## src/rtl/core/nbg_pkg.sv

```systemverilog
// ----------------------------------------------------------------------------
// nbg_pkg
// Shared types, widths, register indexes and helpers for the n-body
// gravity step unit.
// ----------------------------------------------------------------------------
package nbg_pkg;

	// defaults for the top-level parameters
	localparam int NUM_BODIES_DEF = 64;
	localparam int FRAC_BITS_DEF  = 16;

	// port widths
	localparam int POS_W      = 32;
	localparam int IDX_PORT_W = 6;
	localparam int CFG_IDX_W  = 3;
	localparam int CFG_DATA_W = 24;

	// configuration register indexes
	localparam logic [CFG_IDX_W-1:0] REG_GRAV   = 3'd0;
	localparam logic [CFG_IDX_W-1:0] REG_MASS   = 3'd1;
	localparam logic [CFG_IDX_W-1:0] REG_RADIUS = 3'd2;
	localparam logic [CFG_IDX_W-1:0] REG_LIMIT  = 3'd3;
	localparam logic [CFG_IDX_W-1:0] REG_PUSH   = 3'd4;

	// register reset values (radius and limit in whole units)
	localparam logic [15:0] GRAV_RST   = 16'd6554;
	localparam logic [15:0] MASS_RST   = 16'd100;
	localparam logic [15:0] PUSH_RST   = 16'd6554;
	localparam int          RADIUS_RST = 5;
	localparam int          LIMIT_RST  = 2;

	// datapath widths
	localparam int MUL_W  = 34;
	localparam int PROD_W = 2 * MUL_W;
	localparam int AX_W   = 33;
	localparam int ROOT_W = 33;
	localparam int D2_W   = 66;
	localparam int D3_W   = 99;
	localparam int QUO_W  = 31;
	localparam int ROW_W  = 4 * POS_W;

	// request to the shared multiplier
	typedef struct packed {
		logic [MUL_W-1:0] a;
		logic [MUL_W-1:0] b;
	} mul_req_t;

	// signed 32-bit add with saturation
	function automatic logic signed [POS_W-1:0] sat_add(
		input logic signed [POS_W-1:0] a,
		input logic signed [POS_W-1:0] b
	);
		logic signed [POS_W:0] s;
		s = {a[POS_W-1], a} + {b[POS_W-1], b};
		if (s[POS_W] != s[POS_W-1]) begin
			sat_add = s[POS_W] ? {1'b1, {(POS_W-1){1'b0}}} : {1'b0, {(POS_W-1){1'b1}}};
		end else begin
			sat_add = s[POS_W-1:0];
		end
	endfunction

endpackage

```

## src/rtl/core/nbg_mul.sv

```systemverilog
// ----------------------------------------------------------------------------
// nbg_mul
// Shared unsigned multiplier, one product per cycle, result registered.
// ----------------------------------------------------------------------------
module nbg_mul
	import nbg_pkg::*;
(
	input  logic              clk,
	input  mul_req_t          req,
	output logic [PROD_W-1:0] prod_q
);

	// product is registered, ready in the cycle after the request
	always_ff @(posedge clk) begin
		prod_q <= PROD_W'(req.a) * PROD_W'(req.b);
	end

endmodule

```

## config.mk

```make
export PLATFORM = sky130hd
export DESIGN_NAME = nbg_mul
export DESIGN_NICKNAME = d
export VERILOG_FILES = /design/src/rtl/core/nbg_pkg.sv /design/src/rtl/core/nbg_mul.sv
export SDC_FILE = /design/constraint.sdc
export NUM_CORES = 2
export LEC_CHECK = 0
export ABC_AREA = 1
export BUFFER_PORTS_ARGS = -buffer_cell sky130_fd_sc_hd__buf_2
export CAP_MARGIN = 10
export CORE_AREA = 8 8 271 273
export DETAILED_ROUTE_END_ITERATION = 10
export DIE_AREA = 0 0 279 281
export GPL_TIMING_DRIVEN = 0
export PLACE_DENSITY = 0.8
export SYNTH_ARGS = -nofsm -noshare
export SYNTH_HDL_FRONTEND = slang
export SYNTH_SLANG_ARGS = --single-unit
```

## constraint.sdc

```tcl
create_clock -name clk -period 11.65 [get_ports clk]
set_input_delay 1.165 -clock clk [delete_from_list [all_inputs] [get_ports clk]]
set_output_delay 1.165 -clock clk [all_outputs]
set_load 0.03 [all_outputs]
```

# Word-level counts from Yosys, hierarchy flattened
# Index checks and enable logic that the tools add are counted.
[totals]
register_bits = 68
output_inout_bits = 68
input_bits = 69
mem_bits_ro = 0
latchBits = 0
n_memories = 0
mem_bits_rw = 0
elab_cells = 2
[op_classes]
bitwise_logic = 0
addsub = 0
div_mod_pow = 0
mux = 0
shifts = 0
mul = 1
eq_ne = 0
n_reduce_logical = 0
n_lt_le_gt_ge = 0
[ops]
columns = ["op", "n"]
rows = [
  ["34-bit by 34-bit multiplier with 68-bit output", 1],
]

# Logic depth before layout (Yosys ltp)
[depth]
depth_word = 1
ltp_mapped = 33
depth_no_buf = 31

# Least setup slack after synthesis
# No wires, ideal clock.
[synth_path]
kind = "in2reg"
start = "input req[10] (netlist name)"
end = "register prod_q[65]"
required_time_ps = 11538
t_arrival_ps = 7065
stages = 26
n_path_buf = 2
setup_ps = 112
setup_slack_ps = 4472
path_cell_list = "clkbuf_1 > clkbuf_1 > nand2_1 > fa_1 > inv_1 > fa_1 > fa_1 > inv_1 > fa_1 > inv_1 > fa_1 > fa_1 > fa_1 > inv_1 > fa_1 > inv_1 > ha_1 > nand2_1 > nor2_2 > inv_2 > nor2_1 > nand2_1 > nor2_1 > nand2_1 > nand3_1 > nand2_1"
[synth_between]
elab_chain_cells = 1
[synth_rtl]
columns = ["item", "line", "source"]
rows = [
  ["from (decl)", "nbg_mul.sv:9", "input mul_req_t req,"],
  ["34-bit by 34-bit multiplier with 68-bit output", "nbg_mul.sv:15", "prod_q <= PROD_W'(req.a) * PROD_W'(req.b);"],
  ["to (signal assigned)", "nbg_mul.sv:15", ""],
  ["to (decl)", "nbg_mul.sv:10", "output logic [PROD_W-1:0] prod_q"],
]
# No other way between the ends.

# Final worst setup path
[layout_path]
start = "input req[53] (netlist name)"
end = "register prod_q[45]"
# Same word-level chain as after synthesis.

==> summary.md <==
| Metric | Value |
|---|---|
| Area Overhead vs Synth | 4.661% |
| Starting Density | 60.08% |
| Register area | 1361 um^2 |
| DPL Wire Length | around 140000 um |
| Cell Rows | 97 |
| Final hold violation count | 0 |
| Chip Width | 279 um |
| Syn Std Cell Area | 41630 um^2 |
| Met2 GRT Util | 63.70% |
| Layout cells sized above 1 | 2.309% |
| CTS tree | built |
| DRC viols | 0 |
| Adder-cell share of the synthesized area | 57.58% |
| Synth Area in Compound Gates | less than 1% |
| Sum Neg Setup Slack | 0 ps |
| Routability Congestion | 1.080 |
| Minimum clock period | 9124 ps |
| Startpoint Class | input port |
| Flops & latches, synth | 68 |
| Fmax achieved | 109.6 MHz |
| Crit path DAT | roughly 9300 ps |
| CTS buffer count | 9 |
| Yosys top cell by area | fa_1 |
| Chip Height | 281 um |
| Clock root buffer | clkbuf_16 |
| FFs w/ async S/R, synth | 0% |
| Number of I/O port buffers | between 60 and 70 |
| Post-Route WL | 164100 um |
| Max Root-Sink Buffers | 2 |
| Top cell type's share of synthesized area | 49.04% |
| Routed Antenna Nets | 0 |
| Core Box Area | 69300 um^2 |
| WL/cell | approximately 25 um |
| Initial antenna violation count | 5 |
| Global-route wire length before repair | 240700 um |
| Crit end category | register |
| Via count | ~36000 |
| Dominant synthesized flop cell | dfxtp_1 |
| Dominant cells by area after synthesis | fa_1, inv_1, nand2_1, ha_1, dfxtp_1 |
| DP Cell Count | roughly 6600 |
| Number of flops mapped to enable cells by yosys | 0 |
| Data required time of the worst path | 11850 ps |
| 1st-iter DRT viols | 3932 |
| I/O pin total | 137 |
| Synth Net Count | a little under 7000 |
| Mapped Cells | about 5600 |
| Die Area | 78400 um^2 |
| # resized after CTS | 0 |
| Hold Crit Class | input port to register |
| Synth cell count leaders | inv_1, nand2_1, fa_1, ha_1, clkbuf_1 |
| Synth Area in Simple Gates | 18.67% |
| Final setup viols | 0 |
| Nets | roughly 7000 |
| Global routing's busiest layer | met2 |
| Overall routing resource usage | about 43% |
| Non-filler cells, final | 6618 |
| Worst-path clk slew | 60 ps |
| Top flop regs | prod_q (68) |
| XOR/XNOR share of the synthesized area | less than 1% |
| Slew @ Worst Pin | 1445 ps |
| Max-cap viol count | 0 |
| Largest family of logic cells by synthesized area | adder cells |
| Fin crit share | 78.31% |
| Multi-input logic area | ~32000 um^2 |
| CTS H-Tree Depth | 3 |
| Vias in the first global route | 37060 |
| Final Max Tran Viols | 0 |
| Postcts setup bufs | 0 |
| Post-synth cell types | 23 |
| Worst-path fanout max | 10 |
| Per-instance average area after synthesis | 7.459 um^2 |
| Top reg by flops | prod_q |
| Most common cell in the netlist | inv_1 |
| Vias per cell | 5.415 |
| Drt first pass iters | 8 |
| Worst rel slew slack | 3.653% |
| Seq/Total Area, Yosys | 3.270% |
| CTS Sinks | 68 |
| Mux share of post-synthesis cell area | 0% |
| Max FFs per register | 68 |
| M3 GR Usage | 14.79% |
| Fillers | ~6400 |
| WS Path Type | input port to register |
| Worst Hold Slack | 1214 ps |
| Status | complete, no violations |
| Hold buffers post-CTS | 0 |
| YS warnings | 0 |
| RSZ-0062 raised after global routing | false |
| Largest net degree at the start of global routing | 12 |
| GRT met1 Usage | 54.13% |
| Remaining global-route overflow | 0 |
## routing by layer
layer  wire, um  up-vias
li1           -    15300
met1      59130    17500
met2      68660     2458
met3      23790      577
met4      12520        2
met5         10        -
## critical path: stages
cell	delay, ps
clkbuf_1	750
clkbuf_1	1000
nand2_1	160
fa_1	450
fa_1	510
inv_1	50
fa_1	660
inv_1	130
fa_1	470
fa_1	540
inv_1	50
fa_1	660
fa_1	560
inv_1	50
fa_1	480
inv_1	40
ha_1	360
nand2_1	110
nor2_1	150
inv_1	100
nor3_2	240
nand3_1	130
nand2_1	210
nand2_1	100
nand3_1	80
nand2_1	130
## kinds of logic after synthesis
kind of cell    count (synthesis)
fa+ha+maj                    1304
flops                          68
simple gates                 2001
buf+inv                      2127
compound gates                 46
xor+xnor                       36
## cell usage in the layout, fill, tap and decap left out, types with 34 or more instances in the layout
master and n:
inv_1 1846, nand2_1 1781, fa_1 1020, ha_1 284, clkbuf_1 272, nor2_1 104
buf_2 68, dfxtp_1 68, nand3_1 55, a21oi_1 43, xor2_1 34
## final cells by class
type / count / share of cell area [%]
inverters: 1855 / 15.98
well taps: 940 / 2.699
flip-flops and latches: 68 / 3.124
plain buffers: 272 / 2.343
multi-input cells: 3387 / 74.10
clock inverters: 5 / 0.1206
clock buffers: 10 / 0.5484
diodes: 5 / 0.02871
repair buffers: 76 / 1.057
## stage by stage
stage | util (%) | setup slack [ps] | cell area, um^2
finish | 62.88 | 2527 | 43580
detailed placement | 62.29 | 2450 | 43170
floorplan | - | 4472 | 41630
global route | 62.86 | 2360 | 43560
global placement | 62.27 | 2379 | 43150
CTS | 62.71 | 2801 | 43460
## final timing paths
kind	start	cells after the start	slack, ps	endpoint
worst max-delay path	req[53]	26	2530	prod_q[45]$_DFF_P_
worst min-delay path	req[0]	3	1210	prod_q[0]$_DFF_P_
Power is not shown: default switching activity piles up to over one toggle a cycle in this logic, so the estimate is an artifact.
